File: src/hw/rtl/swdhte_pkg.sv
// ----------------------------------------------------------------------------
// swdhte_pkg: shared types and constants of the SWD host engine
// Item payload structs, mode and status codes, protocol constants.
// ----------------------------------------------------------------------------
package swdhte_pkg;

  localparam int DATA_BITS    = 32;
  localparam int REQUEST_BITS = 7;

  // Command modes carried by an input item
  localparam logic [2:0] MODE_TICK  = 3'd0;
  localparam logic [2:0] MODE_READ  = 3'd1;
  localparam logic [2:0] MODE_WRITE = 3'd2;
  localparam logic [2:0] MODE_TSEL  = 3'd3;
  localparam logic [2:0] MODE_RAW   = 3'd4;

  // Command kind held while a command runs; idle uses the tick code
  localparam logic [2:0] KIND_IDLE  = MODE_TICK;

  // Result status codes
  localparam logic [1:0] ST_OK     = 2'd0;
  localparam logic [1:0] ST_NACK   = 2'd1;
  localparam logic [1:0] ST_PARITY = 2'd2;
  localparam logic [1:0] ST_BUSY   = 2'd3;

  localparam logic [2:0] ACK_OK        = 3'b001;
  localparam logic [6:0] TSEL_REQUEST  = 7'h19;  // low 7 bits of 0x99
  localparam int         TSEL_SHIFT    = 28;
  localparam logic [5:0] TSEL_UNDRIVEN = 6'(1 + 5);
  localparam logic [5:0] RAW_MAX       = 6'(DATA_BITS);

  // Configuration register addresses
  localparam logic [1:0] ADDR_TURNAROUND = 2'd0;
  localparam logic [2:0] TURN_RESET      = 3'd1;

  typedef struct packed {
    logic [2:0]  mode;
    logic [7:0]  request;
    logic [31:0] write_data;
    logic [5:0]  bit_count;
    logic [3:0]  target_instance;
    logic        line_sample;
  } swd_in_t;

  typedef struct packed {
    logic        clock_pulse;
    logic        drive_level;
    logic        drive_enable;
    logic        done_res;
    logic [1:0]  status;
    logic [2:0]  ack_value;
    logic [31:0] read_data;
  } swd_out_t;

endpackage

File: src/hw/rtl/swdhte_regs.sv
// ----------------------------------------------------------------------------
// swdhte_regs: configuration register file
// APB-style slave holding the turnaround length register.
// ----------------------------------------------------------------------------
module swdhte_regs import swdhte_pkg::*; (
  input  logic        clk,
  input  logic        rst_n,
  input  logic        psel,
  input  logic        penable,
  input  logic        pwrite,
  input  logic [1:0]  paddr,
  input  logic [31:0] pwdata,
  output logic [31:0] prdata,
  output logic        pready,
  output logic [2:0]  turn_bits
);

  logic [2:0] turn_r;
  logic [2:0] turn_nxt;
  logic       wr_en;

  assign pready = 1'b1;
  assign wr_en  = psel && penable && pwrite && (paddr == ADDR_TURNAROUND);

  always_comb begin
    turn_nxt = turn_r;
    if (wr_en) begin
      turn_nxt = pwdata[2:0];
    end
  end

  always_ff @(posedge clk) begin
    if (!rst_n) begin
      turn_r <= TURN_RESET;
    end else begin
      turn_r <= turn_nxt;
    end
  end

  always_comb begin
    prdata = '0;
    if (paddr == ADDR_TURNAROUND) begin
      prdata = {29'd0, turn_r};
    end
  end

  assign turn_bits = turn_r;

  // Register changes only through a write to its own address
  a_turn_hold: assert property (@(posedge clk) disable iff (!rst_n)
    !wr_en |=> $stable(turn_r))
    else $error("turnaround register changed without a write");

endmodule

File: src/hw/rtl/swdhte_core.sv
// ----------------------------------------------------------------------------
// swdhte_core: SWD bit sequencer
// Phase machine and shift registers; one input item is one step.
// ----------------------------------------------------------------------------
module swdhte_core import swdhte_pkg::*; (
  input  logic     clk,
  input  logic     rst_n,
  input  logic     step,
  input  swd_in_t  item,
  input  logic [2:0] turn_bits,
  output swd_out_t res
);

  typedef enum logic [10:0] {
    P_IDLE  = 11'b000_0000_0001,
    P_REQ   = 11'b000_0000_0010,
    P_PARK  = 11'b000_0000_0100,
    P_ACK   = 11'b000_0000_1000,
    P_TURNA = 11'b000_0001_0000,
    P_RDATA = 11'b000_0010_0000,
    P_RPAR  = 11'b000_0100_0000,
    P_TURNE = 11'b000_1000_0000,
    P_WDATA = 11'b001_0000_0000,
    P_WPAR  = 11'b010_0000_0000,
    P_RAW   = 11'b100_0000_0000
  } phase_t;

  phase_t      phase_r,     phase_nxt;
  logic [2:0]  kind_r,      kind_nxt;
  logic [5:0]  bits_r,      bits_nxt;
  logic [6:0]  req_r,       req_nxt;
  logic [31:0] data_r,      data_nxt;
  logic [2:0]  ack_r,       ack_nxt;
  logic        par_r,       par_nxt;

  logic        is_start;
  logic        finish;
  logic [5:0]  bits_dec;
  logic [2:0]  turn_len;
  logic [5:0]  raw_cnt;

  // Clamp the turnaround register into 1..4
  always_comb begin
    turn_len = turn_bits;
    if (turn_bits == 3'd0) begin
      turn_len = 3'd1;
    end else if (turn_bits > 3'd4) begin
      turn_len = 3'd4;
    end
  end

  assign is_start = item.mode inside {[MODE_READ:MODE_RAW]};
  assign bits_dec = bits_r - 6'd1;
  assign raw_cnt  = (item.bit_count > RAW_MAX) ? RAW_MAX : item.bit_count;

  always_comb begin
    phase_nxt = phase_r;
    kind_nxt  = kind_r;
    bits_nxt  = bits_r;
    req_nxt   = req_r;
    data_nxt  = data_r;
    ack_nxt   = ack_r;
    par_nxt   = par_r;
    res       = '0;
    finish    = 1'b0;

    if (is_start) begin
      if (phase_r != P_IDLE) begin
        res.status = ST_BUSY;
      end else begin
        kind_nxt = item.mode;
        ack_nxt  = '0;
        par_nxt  = 1'b0;
        if (item.mode == MODE_RAW) begin
          data_nxt = item.write_data;
          if (raw_cnt == 6'd0) begin
            kind_nxt     = KIND_IDLE;
            bits_nxt     = '0;
            res.done_res = 1'b1;
          end else begin
            phase_nxt = P_RAW;
            bits_nxt  = raw_cnt;
          end
        end else begin
          req_nxt   = (item.mode == MODE_TSEL) ? TSEL_REQUEST : item.request[6:0];
          data_nxt  = item.write_data;
          if (item.mode == MODE_TSEL) begin
            data_nxt = item.write_data | (32'(item.target_instance) << TSEL_SHIFT);
          end else if (item.mode == MODE_READ) begin
            data_nxt = '0;
          end
          phase_nxt = P_REQ;
          bits_nxt  = 6'(REQUEST_BITS);
        end
      end
    end else if (phase_r != P_IDLE) begin
      res.clock_pulse = 1'b1;
      case (phase_r)
        P_REQ: begin
          res.drive_enable = 1'b1;
          res.drive_level  = req_r[0];
          req_nxt  = {1'b0, req_r[6:1]};
          bits_nxt = bits_dec;
          if (bits_dec == 6'd0) begin
            phase_nxt = P_PARK;
            bits_nxt  = (kind_r == MODE_TSEL) ? TSEL_UNDRIVEN : 6'd1 + 6'(turn_len);
          end
        end
        P_PARK: begin
          bits_nxt = bits_dec;
          if (bits_dec == 6'd0) begin
            if (kind_r == MODE_TSEL) begin
              phase_nxt = P_WDATA;
              bits_nxt  = 6'(DATA_BITS);
            end else begin
              phase_nxt = P_ACK;
              bits_nxt  = 6'd3;
            end
          end
        end
        P_ACK: begin
          ack_nxt  = {item.line_sample, ack_r[2:1]};
          bits_nxt = bits_dec;
          if (bits_dec == 6'd0) begin
            if (kind_r == MODE_READ && ack_nxt == ACK_OK) begin
              phase_nxt = P_RDATA;
              bits_nxt  = 6'(DATA_BITS);
            end else begin
              phase_nxt = P_TURNA;
              bits_nxt  = 6'(turn_len);
            end
          end
        end
        P_TURNA: begin
          bits_nxt = bits_dec;
          if (bits_dec == 6'd0) begin
            if (ack_r != ACK_OK || kind_r != MODE_WRITE) begin
              res.status = ST_NACK;
              finish     = 1'b1;
            end else begin
              phase_nxt = P_WDATA;
              bits_nxt  = 6'(DATA_BITS);
            end
          end
        end
        P_RDATA: begin
          data_nxt = {item.line_sample, data_r[31:1]};
          par_nxt  = par_r ^ item.line_sample;
          bits_nxt = bits_dec;
          if (bits_dec == 6'd0) begin
            phase_nxt = P_RPAR;
          end
        end
        P_RPAR: begin
          par_nxt   = par_r ^ item.line_sample;
          phase_nxt = P_TURNE;
          bits_nxt  = 6'(turn_len);
        end
        P_TURNE: begin
          bits_nxt = bits_dec;
          if (bits_dec == 6'd0) begin
            finish = 1'b1;
            if (par_r) begin
              res.status = ST_PARITY;
            end else begin
              res.read_data = data_r;
            end
          end
        end
        P_WDATA: begin
          res.drive_enable = 1'b1;
          res.drive_level  = data_r[0];
          par_nxt  = par_r ^ data_r[0];
          data_nxt = {1'b0, data_r[31:1]};
          bits_nxt = bits_dec;
          if (bits_dec == 6'd0) begin
            phase_nxt = P_WPAR;
          end
        end
        P_WPAR: begin
          res.drive_enable = 1'b1;
          res.drive_level  = par_r;
          finish = 1'b1;
        end
        P_RAW: begin
          res.drive_enable = 1'b1;
          res.drive_level  = data_r[0];
          data_nxt = {1'b0, data_r[31:1]};
          bits_nxt = bits_dec;
          if (bits_dec == 6'd0) begin
            finish = 1'b1;
          end
        end
        default: begin
          res.clock_pulse = 1'b0;
          phase_nxt = P_IDLE;
          kind_nxt  = KIND_IDLE;
          bits_nxt  = '0;
        end
      endcase
      if (finish) begin
        res.done_res = 1'b1;
        if (kind_r == MODE_READ || kind_r == MODE_WRITE) begin
          res.ack_value = ack_nxt;
        end
        phase_nxt = P_IDLE;
        kind_nxt  = KIND_IDLE;
        bits_nxt  = '0;
      end
    end
  end

  always_ff @(posedge clk) begin
    if (!rst_n) begin
      phase_r <= P_IDLE;
      kind_r  <= KIND_IDLE;
      bits_r  <= '0;
    end else if (step) begin
      phase_r <= phase_nxt;
      kind_r  <= kind_nxt;
      bits_r  <= bits_nxt;
    end
  end

  always_ff @(posedge clk) begin
    if (step) begin
      req_r  <= req_nxt;
      data_r <= data_nxt;
      ack_r  <= ack_nxt;
      par_r  <= par_nxt;
    end
  end

  // Idle phase always pairs with the idle kind
  a_idle_kind: assert property (@(posedge clk) disable iff (!rst_n)
    (phase_r == P_IDLE) |-> (kind_r == KIND_IDLE))
    else $error("idle phase with a command kind set");

  // A rejected command leaves the running one untouched
  a_busy_hold: assert property (@(posedge clk) disable iff (!rst_n)
    (step && is_start && phase_r != P_IDLE) |=>
      ($stable(phase_r) && $stable(bits_r) && $stable(data_r)))
    else $error("busy reject advanced the running command");

  // Request phase counts within the request length
  a_req_count: assert property (@(posedge clk) disable iff (!rst_n)
    (phase_r == P_REQ) |-> (bits_r != 6'd0 && bits_r <= 6'(REQUEST_BITS)))
    else $error("request bit count out of range");

endmodule

File: src/hw/rtl/swd_host_transaction_engine.sv
// ----------------------------------------------------------------------------
// swd_host_transaction_engine: Serial Wire Debug host bit engine
// Runs read, write, target-select and raw-send commands one bit per item.
// ----------------------------------------------------------------------------
//
//   channel  | ports                                 | direction
//   ---------+---------------------------------------+----------
//   input    | in_valid, in_stall, in_data           | to block
//   result   | out_valid, out_stall, out_data        | from block
//   config   | psel, penable, pwrite, paddr, pwdata, | APB slave
//            | prdata, pready                        |
//
// Every item passes through the sequencer: an item sits in the input
// register, the phase logic works on it in one pass and its result lands in
// the output register, so the block sustains one item per clock while
// out_stall stays low. A result passes through the input register and then
// the output register before it shows on out_valid.
// rst_n is synchronous, active low; it idles the sequencer and empties both
// registers. The turnaround register resets to 1.
// A stalled result holds the output register; the input register then holds
// its item and in_stall rises, so a new item waits upstream.
//
module swd_host_transaction_engine import swdhte_pkg::*; (
  input  logic        clk,
  input  logic        rst_n,
  // input channel
  input  logic        in_valid,
  output logic        in_stall,
  input  swd_in_t     in_data,
  // result channel
  output logic        out_valid,
  input  logic        out_stall,
  output swd_out_t    out_data,
  // configuration port
  input  logic        psel,
  input  logic        penable,
  input  logic        pwrite,
  input  logic [1:0]  paddr,
  input  logic [31:0] pwdata,
  output logic [31:0] prdata,
  output logic        pready
);

  logic       in_valid_r, in_valid_nxt;
  swd_in_t    in_hold_r;
  logic       out_valid_r, out_valid_nxt;
  swd_out_t   out_data_r;
  swd_out_t   step_res;
  logic       step;
  logic       in_take;
  logic [2:0] turn_bits;

  // Work on the held item whenever the output register is free or emptying
  assign step     = in_valid_r && (!out_valid_r || !out_stall);
  // Hold the input register while its item cannot move on
  assign in_stall = in_valid_r && out_valid_r && out_stall;
  assign in_take  = in_valid && !in_stall;

  always_comb begin
    in_valid_nxt = in_valid_r;
    if (in_take) begin
      in_valid_nxt = 1'b1;
    end else if (step) begin
      in_valid_nxt = 1'b0;
    end
  end

  always_comb begin
    out_valid_nxt = out_valid_r;
    if (step) begin
      out_valid_nxt = 1'b1;
    end else if (!out_stall) begin
      out_valid_nxt = 1'b0;
    end
  end

  always_ff @(posedge clk) begin
    if (!rst_n) begin
      in_valid_r  <= 1'b0;
      out_valid_r <= 1'b0;
    end else begin
      in_valid_r  <= in_valid_nxt;
      out_valid_r <= out_valid_nxt;
    end
  end

  // Payload registers: capture on acceptance and on a sequencer step
  always_ff @(posedge clk) begin
    if (in_take) begin
      in_hold_r <= in_data;
    end
    if (step) begin
      out_data_r <= step_res;
    end
  end

  swdhte_regs u_regs (
    .clk       (clk),
    .rst_n     (rst_n),
    .psel      (psel),
    .penable   (penable),
    .pwrite    (pwrite),
    .paddr     (paddr),
    .pwdata    (pwdata),
    .prdata    (prdata),
    .pready    (pready),
    .turn_bits (turn_bits)
  );

  swdhte_core u_core (
    .clk       (clk),
    .rst_n     (rst_n),
    .step      (step),
    .item      (in_hold_r),
    .turn_bits (turn_bits),
    .res       (step_res)
  );

  assign out_valid = out_valid_r;
  assign out_data  = out_data_r;

  // A step always fills the output register on the next clock
  a_step_fills: assert property (@(posedge clk) disable iff (!rst_n)
    step |=> out_valid_r)
    else $error("stepped item produced no result");

endmodule

File: config.mk
export PLATFORM = sky130hd
export DESIGN_NAME = swd_host_transaction_engine
export DESIGN_NICKNAME = d
export VERILOG_FILES = /design/src/hw/rtl/swdhte_pkg.sv /design/src/hw/rtl/swdhte_regs.sv /design/src/hw/rtl/swdhte_core.sv /design/src/hw/rtl/swd_host_transaction_engine.sv
export SDC_FILE = /design/constraint.sdc
export NUM_CORES = 1
export LEC_CHECK = 0
export BUFFER_PORTS_ARGS = -buffer_cell sky130_fd_sc_hd__buf_2
export CAP_MARGIN = 15
export CORE_MARGIN = 8
export CORE_UTILIZATION = 55
export CTS_CLUSTER_SIZE = 12
export DETAILED_ROUTE_END_ITERATION = 8
export PLACE_DENSITY = 0.91
export SLEW_MARGIN = 10
export SYNTH_ARGS = -nofsm -noshare
export SYNTH_HDL_FRONTEND = slang
export SYNTH_SLANG_ARGS = --single-unit
File: constraint.sdc
create_clock -name clk -period 3.8 [get_ports clk]
set_input_delay 0.19 -clock clk [delete_from_list [all_inputs] [get_ports clk]]
set_output_delay 0.19 -clock clk [all_outputs]
set_load 0.005 [all_outputs]
After elaboration in Yosys (flattened, before gate mapping)
Cells that the tools add are included.
{ "word_totals": {"regBits": 162, "output_inout_bits": 76} }
{ "op_classes": {"n_reduce_logical": 40, "addsub": 2, "n_lt_le_gt_ge": 4, "muxes": 92, "bitwise_logic": 8, "eq_ne": 34} }
{ "ops": {"columns": ["operator", "count"], "rows": [
  ["32-bit 2-to-1 mux", 9],
  ["11-bit 2-to-1 mux", 13],
  ["6-bit 2-to-1 mux", 16],
  ["11-bit case mux with 8 select lines", 1],
  ["32-bit case mux with 2 select lines", 1],
  ["3-bit 2-to-1 mux", 17],
  ["7-bit 2-to-1 mux", 6],
  ["6-bit case mux with 7 select lines", 1],
  ["38-bit 2-to-1 mux", 1],
  ["32-bit bitwise OR", 1],
  ["4-bit by 1-bit inequality test with 1-bit output, second input constant", 6],
  ["1-bit 2-to-1 mux", 18],
  ["4-bit AND reduction", 4],
  ["6-bit zero test", 2],
  ["3-bit by 1-bit inequality test with 1-bit output, second input constant", 4],
  ["12-bit AND reduction", 1],
  ["11-bit by 10-bit == test with 1-bit output, second input constant", 1],
  ["11-bit == test, second input constant", 1],
  ["11-bit by 2-bit == test with 1-bit output, second input constant", 1],
  ["11-bit by 3-bit == test with 1-bit output, second input constant", 1],
  ["11-bit by 4-bit == test with 1-bit output, second input constant", 1],
  ["11-bit by 5-bit == test with 1-bit output, second input constant", 1],
  ["11-bit by 6-bit == test with 1-bit output, second input constant", 1],
  ["11-bit by 7-bit == test with 1-bit output, second input constant", 1],
  ["other kinds (38)", 71]
]} }

Longest topological paths before layout
Gate-level depths: netlist (run 1).
{ "depth": {"depth_word": 10, "ltp_mapped": 11, "depth_no_buf": 9} }

By module
From an unflattened synthesis (run 1), not the netlist that was laid out.
{ "unflattened": {"hier_cells": 618, "hier_area_um2": 7696.1} }
{ "by_module_without_submodules": {"columns": ["module", "area_per_inst_um2", "instances", "cells_per_inst", "seq_area_each_um2"], "rows": [
  ["swdhte_core", 4374.2, 1, 465, 1691.6],
  ["swd_host_transaction_engine", 2936.6, 1, 103, 2892.8],
  ["swdhte_regs", 385.4, 1, 50, 60.1]
]} }

Worst setup path before layout (run 1)
Ideal clock, no wire load.
{ "synth_path": {"path_kind": "reg2reg", "startpoint": "reg in_hold_r[52] (netlist name)", "endpoint": "reg u_core.data_r[0], enable pin", "arrival_ns": 3.039, "path_buffers": 1, "setup_time_ns": 0.421, "setup_slack_ns": 0.340, "period_less_slack_ns": 3.460, "path_stages_with_launch": 9, "cell_sequence": "edfxtp_1 nor2_2 xnor2_1 inv_2 buf_1 ha_1 nor2_1 o21ai_2 nor2_1"} }
{ "synth_via": {"elab_chain_cells": 4, "elab_cells_between_ends": 7, "cone_classes": "order compare: 2; eq/ne: 1; reduce/logical: 4"} }
{ "synth_rtl": {"columns": ["item", "line_no", "source"], "rows": [
  ["start, declared", "swd_host_transaction_engine.sv:45", "swd_in_t in_hold_r;"],
  ["start signal, assigned", "swd_host_transaction_engine.sv:90", "in_hold_r <= in_data;"],
  ["3-bit by 1-bit greater-or-equal comparator with 1-bit output / 3-bit less-or-equal comparator (equally long branches)", "swdhte_core.sv:52", "assign is_start = item.mode inside {[MODE_READ:MODE_RAW]};"],
  ["1-bit logical AND *", "swdhte_core.sv:52", null],
  ["2-bit inequality test (no source line) (tied with other cells)", null, null],
  ["4-bit AND reduction (no source line) *", null, null],
  ["end signal, assigned", "swdhte_core.sv:228", "data_r <= data_nxt;"],
  ["end, declared", "swdhte_core.sv:32", "logic [31:0] data_r, data_nxt;"]
]} }
Mark *: on every way between the ends. The rest lies on a longest branch, timed or not.
A chain may end at the register's enable or synchronous reset.

Worst setup path after layout (run 1)
{ "layout_path": {"startpoint": "reg in_hold_r[52] (netlist name)", "endpoint": "reg u_core.phase_r[7]"} }
{ "layout_via": {"elab_chain_cells": 4, "elab_cells_between_ends": 19, "cone_classes": "order compare: 2; eq/ne: 11; mux: 3; reduce/logical: 3"} }
{ "layout_rtl": {"columns": ["item", "line_no", "source"], "rows": [
  ["3-bit by 1-bit greater-or-equal comparator with 1-bit output (tied with other cells)", "swdhte_core.sv:52", null],
  ["1-bit logical AND / 11-bit 2-to-1 mux (equally long branches)", "swdhte_core.sv:52, swdhte_core.sv:74", null],
  ["4-bit by 1-bit inequality test with 1-bit output (no source line) (tied with other cells)", null, null],
  ["12-bit AND reduction (no source line) / 11-bit 2-to-1 mux (equally long branches)", null, null],
  ["end signal, assigned", "swdhte_core.sv:219", "phase_r <= phase_nxt;"],
  ["end, declared", "swdhte_core.sv:28", "phase_t phase_r, phase_nxt;"]
]} }
Parallel ways exist; a longest one is shown, timed or not. The select of a mux whose other input is x is not followed.

==> metrics.txt, run 1 <==
status=complete, no violations; leak pwr=0.003664 µW; Die Ht=134.7 µm; VDD IR max=0.3098 mV; clk buf depth=2; Final Hold Slack=0.01470 ns; fin util=68.30%; total power per unit cell area=430.2 nW/µm²; first-pass GRT wire length=28,520 µm; Worst EP arrival=3.49 ns; Yosys warnings=0; Max-slew headroom=34.80%; Worst Tran Pin Value=0.9757 ns; Final Net Count=881; drt initial violations=570; post-CTS sizing=0; Unique masters post-synth=79; Tcrit/Tclk final=82.74%; Starting Density=56.03%; WP data required=4.14 ns; Mapped Avg Cell Area=12.42 µm²; ys flop type=edfxtp_1; setup TNS=0 ns; drt total wl=18,200 µm; I/O Buffers=110; CTS sink count=162; R2R cell count=9; total vias in the final route=5,517; Synth top cells by count=edfxtp_1, nor2_1, and2_1, a22o_1, buf_4; I/O pin count=171; Fillers=966; Post-route DRC=0; number of synthesized flops with an enable pin=137; crit path time final=3.144 ns; Num CTS Buffers=17; Worst-path clk slew=0.06 ns; post-CTS setup buffers=0; Layout area overhead=21.90%; sequential area share after synthesis=59.56%; cell family with most CP delay=compound AO/OA/AOI/OAI gates; RSZ-0062 raised after global routing=no; gpl congestion=0.9089; Avg Vias per Cell=5.658; critical-path cell list=nor2_2 > xnor2_1 > inv_2 > ha_1 > nor2_1 > a21boi_2 > nand2_1 > a21oi_2 > mux2i_1; instance count on the critical path=9; Worst path slowest cell=edfxtp_1; initial antenna violation count=1; clk root buf=clkbuf_16; Antenna Violating Nets Remaining=0; Avg WL per Cell=18.66 µm; area leader, netlist=edfxtp_1; gr usage total=20.15%; Final Skew=0.007438 ns; core area=13,830 µm²; Cell Area, Synth=7747 µm²; DP Area=8334 µm²; largest net degree at the start of global routing=41; CTS tree=yes; layout cells sized above 1=22.17%; H-tree Lvls=4; f_max=318.1 MHz; synth top area cells=edfxtp_1, dfxtp_1, a22o_1; HPWL Detailed=11,990 µm; die area=18,140 µm²; Max stage delay on crit path=0.62 ns; endpoints failing hold=0; number of global-route vias before repair=5,473; count leader, synth=edfxtp_1; Gate Count Post-Synth=624; final instance area=9444 µm²; Crit. End Element=register; row count=43; async set or reset register ratio after synthesis=0%; Synth top area share=53.10%; total grt overflow=0; clk_lat worst skew=0.43 ns; worst hold-check path type=input pin to register; max capacitance violation total=0; final setup fails=0; Yosys reg bits=162; WHS Path Cells=3; Critical Setup Path Class=register to register; CP Max Fanout=15; Horiz. Die Dim=134.7 µm; Max Slew Vio Count=0; Worst setup SP type=register; drt pass-1 iters=5; critical path buffer and inverter count=1
worst min-delay path: stages:
cell and delay [ns]:
buf_2 0.09, nor2_1 0.04, nor2_1 0.08
power by group:
group	internal [µW]	total (µW)	switching (µW)
clock	906	1610	700
sequential	2020	2070	46.2
combinational	178	387	209
layer usage:
| layer | wire length [µm] | GRT usage [%] | vias to the layer above | share of wire [%] |
|---|---|---|---|---|
| met5 | 0 | 0 | - | 0 |
| met4 | 532 | 10.11 | 0 | 2.9 |
| met3 | 1292 | 4.718 | 48 | 7.1 |
| met2 | 9170 | 34.12 | 241 | 50 |
| met1 | 7202 | 23.50 | 2605 | 40 |
| li1 | - | - | 2623 | - |
state kept, by name, indices dropped and copies added (netlist names):
signal / count
u_core.req_r: 7
out_data: 41
in_hold_r: 53
in_valid_r: 1
u_core.bits_r: 6
u_core.kind_r: 3
u_core.data_r: 32
u_regs.turn_bits: 3
out_valid: 1
u_core.par_r: 1
u_core.phase_r: 11
u_core.ack_r: 3
per-stage QoR:
step | setup WS [ns] | instances | power (µW)
floorplan | 0.3399 | 652 | 2335
global placement | 0.8306 | 887 | 2426
detailed placement | 0.7110 | 887 | 2439
CTS | 0.6998 | 974 | 4071
global route | 0.3642 | 975 | 4191
finish | 0.6560 | 975 | 4062
cell type report:
cell class	instances	area, µm²	area share [%]
well taps	180	225.2	2.385
diodes	1	2.502	0.02650
clock inverters	14	127.6	1.351
repair buffers	175	1189	12.59
inverters	12	45.04	0.4769
flip-flops and latches	162	4614	48.86
multi-input cells	413	2811	29.77
clock buffers	18	429.2	4.544
final timing paths:
path,start,end,slack [ns]
max,in_hold_r[52],u_core.phase_r[7],0.66
min,in_valid,in_valid_r,0.01
max reg2reg,in_hold_r[52],u_core.phase_r[7],0.66
min reg2reg,u_regs.turn_bits[0],u_regs.turn_bits[0],0.48
logic make-up (layout without fill, tap and decap cells):
family / Yosys count / after routing / synth area share [%]
compound gates: 139 / 139 / 13.82
fa+ha+maj: 5 / 5 / 0.8075
buf+inv: 77 / 219 / 5.701
flops: 162 / 162 / 59.56
simple gates: 197 / 197 / 14.81
mux: 28 / 28 / 3.618
xor+xnor: 14 / 14 / 1.583
other cells: 2 / 31 / 0.09694
cells in the final DEF, fill, tap and decap left out, drive strengths merged, types with 16 or more instances in the layout:
master / instances
a21oi: 29
edfxtp: 137
nand2: 30
o21ai: 17
and2: 40
dfxtp: 25
dlygate4sd3: 55
conb: 30
buf: 120
mux2i: 28
a22o: 37
clkbuf: 18
inv: 16
nor2: 45
timing repair:
action                     4_1_cts  5_1_grt
hold endpoints to repair        55        0
setup endpoints to repair        0        0
hold buffers                    55        0
No activity file was read; power rests on OpenSTA's default activity.
==> run 2: changes to the inputs <==
Settings changed: CORE_UTILIZATION 55 to 49, PLACE_DENSITY 0.91 to 0.86.
Clock period 3.8 ns to 2.8 ns, I/O delays scaled along.
==> metrics.txt, run 2 (synthesis results as in run 1) <==
critical path buffer and inverter count=1; CTS tree=yes; clk buf depth=2; Critical Setup Path Class=register to register; layout cells sized above 1=24.85%; P_sw=1332 µW; WP data required=2.85 ns; WHS Path Cells=2; clk_lat worst skew=0.42 ns; Final Skew=0.006170 ns; Antenna Violating Nets Remaining=0; crit path time final=2.608 ns; critical-path cell list=nor3_4 > nand3_1 > inv_2 > ha_1 > nor2_1 > o21ai_2 > nor2_4; gpl congestion=0.9614; CTS sink count=162; Comb pwr share=9.7%; I/O pin count=171; diode count=0; Worst path slowest cell=nor2_4; Starting Density=49.49%; gr usage total=19.08%; Post-route DRC=0; Tcrit/Tclk final=93.13%; HPWL Detailed=12,810 µm; drt initial violations=381; CP Max Fanout=32; Crit. End Element=register; Num CTS Buffers=17; Max stage delay on crit path=0.76 ns; Max-slew headroom=36.51%; Avg Vias per Cell=5.468; core area=15,660 µm²; Max Slew Vio Count=0; Worst Tran Pin Value=0.9501 ns; worst hold-check path type=input pin to register; setup TNS=0 ns; instance count on the critical path=7; largest net degree at the start of global routing=54; Avg WL per Cell=18.28 µm; H-tree Lvls=4; endpoints failing hold=0; total vias in the final route=5,670; Horiz. Die Dim=141.7 µm; Die Ht=141.7 µm; I/O Buffers=110; die area=20,090 µm²; Final Net Count=908; fin util=62.10%; total power per unit cell area=585.1 nW/µm²; cell family with most CP delay=simple AND/OR/NAND/NOR gates; number of global-route vias before repair=5,816; Worst EP arrival=2.65 ns; RSZ-0062 raised after global routing=no; clk root buf=clkbuf_16; status=complete, no violations; sw frac=23.41%; max capacitance violation total=0; R2R cell count=7; most flop-heavy register=in_hold_r; multi-input combinational cell area=2813 µm²; leak pwr=0.003804 µW; VDD IR max=0.5904 mV; drt pass-1 iters=5; drt total wl=18,950 µm; most common cell after layout, fill and taps aside=edfxtp_1; row count=46; initial antenna violation count=0; sequential share of power=49.3%; first-pass GRT wire length=29,880 µm; Layout area overhead=25.48%; Worst-path clk slew=0.06 ns; Internal=4356 µW; Worst setup SP type=register; Fillers=1,219; final setup fails=0; clock share of power=41.0%; commonest non-fill, non-tap cells in the layout=edfxtp_1, buf_2, dlygate4sd3_1; max reg flops=53; f_max=383.5 MHz; Reg2Reg Setup Slack=0.19 ns; Register Area=4614 µm²; total grt overflow=0
run 2: changes by cell type in the layout (fill, tap and decap cells not counted), moves of 2 or more:
cell / delta
buf_4: +25
clkinv_1: -2
clkinv_2: +2
clkinv_4: -3
dlygate4sd3_1: +3
run 2: per-layer routing:
| layer | global-route usage (%) | part of all wire (%) | vias up |
|---|---|---|---|
| met4 | 10.97 | 3.9 | 0 |
| met2 | 32.04 | 50 | 213 |
| met1 | 21.96 | 40 | 2725 |
| met3 | 4.603 | 6.3 | 54 |
| met5 | 0 | 0 | - |
| li1 | - | - | 2678 |
run 2: repair_timing:
item | CTS | global route
hold buffers | 58 | 0
buffers inserted | 0 | 1
endpoints found under the hold margin | 58 | 0
resized for setup | 0 | 1
endpoints found under the setup margin | 0 | 37
run 2: worst paths after layout:
path                          start                   to
setup / recovery  u_core.phase_r[9]    u_core.data_r[31]
hold / removal                rst_n  u_regs.turn_bits[0]
setup reg to reg  u_core.phase_r[9]    u_core.data_r[31]
hold reg to reg          in_valid_r            out_valid
run 2: final cells by class:
| type | instances | area share [%] |
|---|---|---|
| clock inverter | 13 | 1.544 |
| clock buffer | 19 | 4.556 |
| tap | 216 | 2.780 |
| timing repair buffer | 202 | 14.26 |
| sequential | 162 | 47.46 |
| multi-input combinational | 413 | 28.93 |
| inverter | 12 | 0.4633 |
run 2: power groups by stage:
stage	combinational, µW	clock, µW	sequential (µW)
after floorplan	329	0	2840
final	554	2330	2800
after global routing	603	2470	2810
after global placement	466	0	2850
after detailed placement	479	0	2850
after CTS	546	2360	2800
run 2: per-stage QoR:
stage | instance area (µm²) | instances | power, µW | hold WS [ns] | worst slack, ns
after CTS | 9713 | 1036 | 5710 | 0.06163 | 0.08257
after global routing | 9722 | 1037 | 5883 | 0.1172 | 0.01146
after floorplan | 7863 | 652 | 3169 | 0.2389 | 0.1260
final | 9722 | 1037 | 5688 | 0.1177 | 0.1923
after global placement | 8539 | 946 | 3314 | 0.3164 | 0.1579
after detailed placement | 8539 | 946 | 3332 | 0.3181 | 0.1080
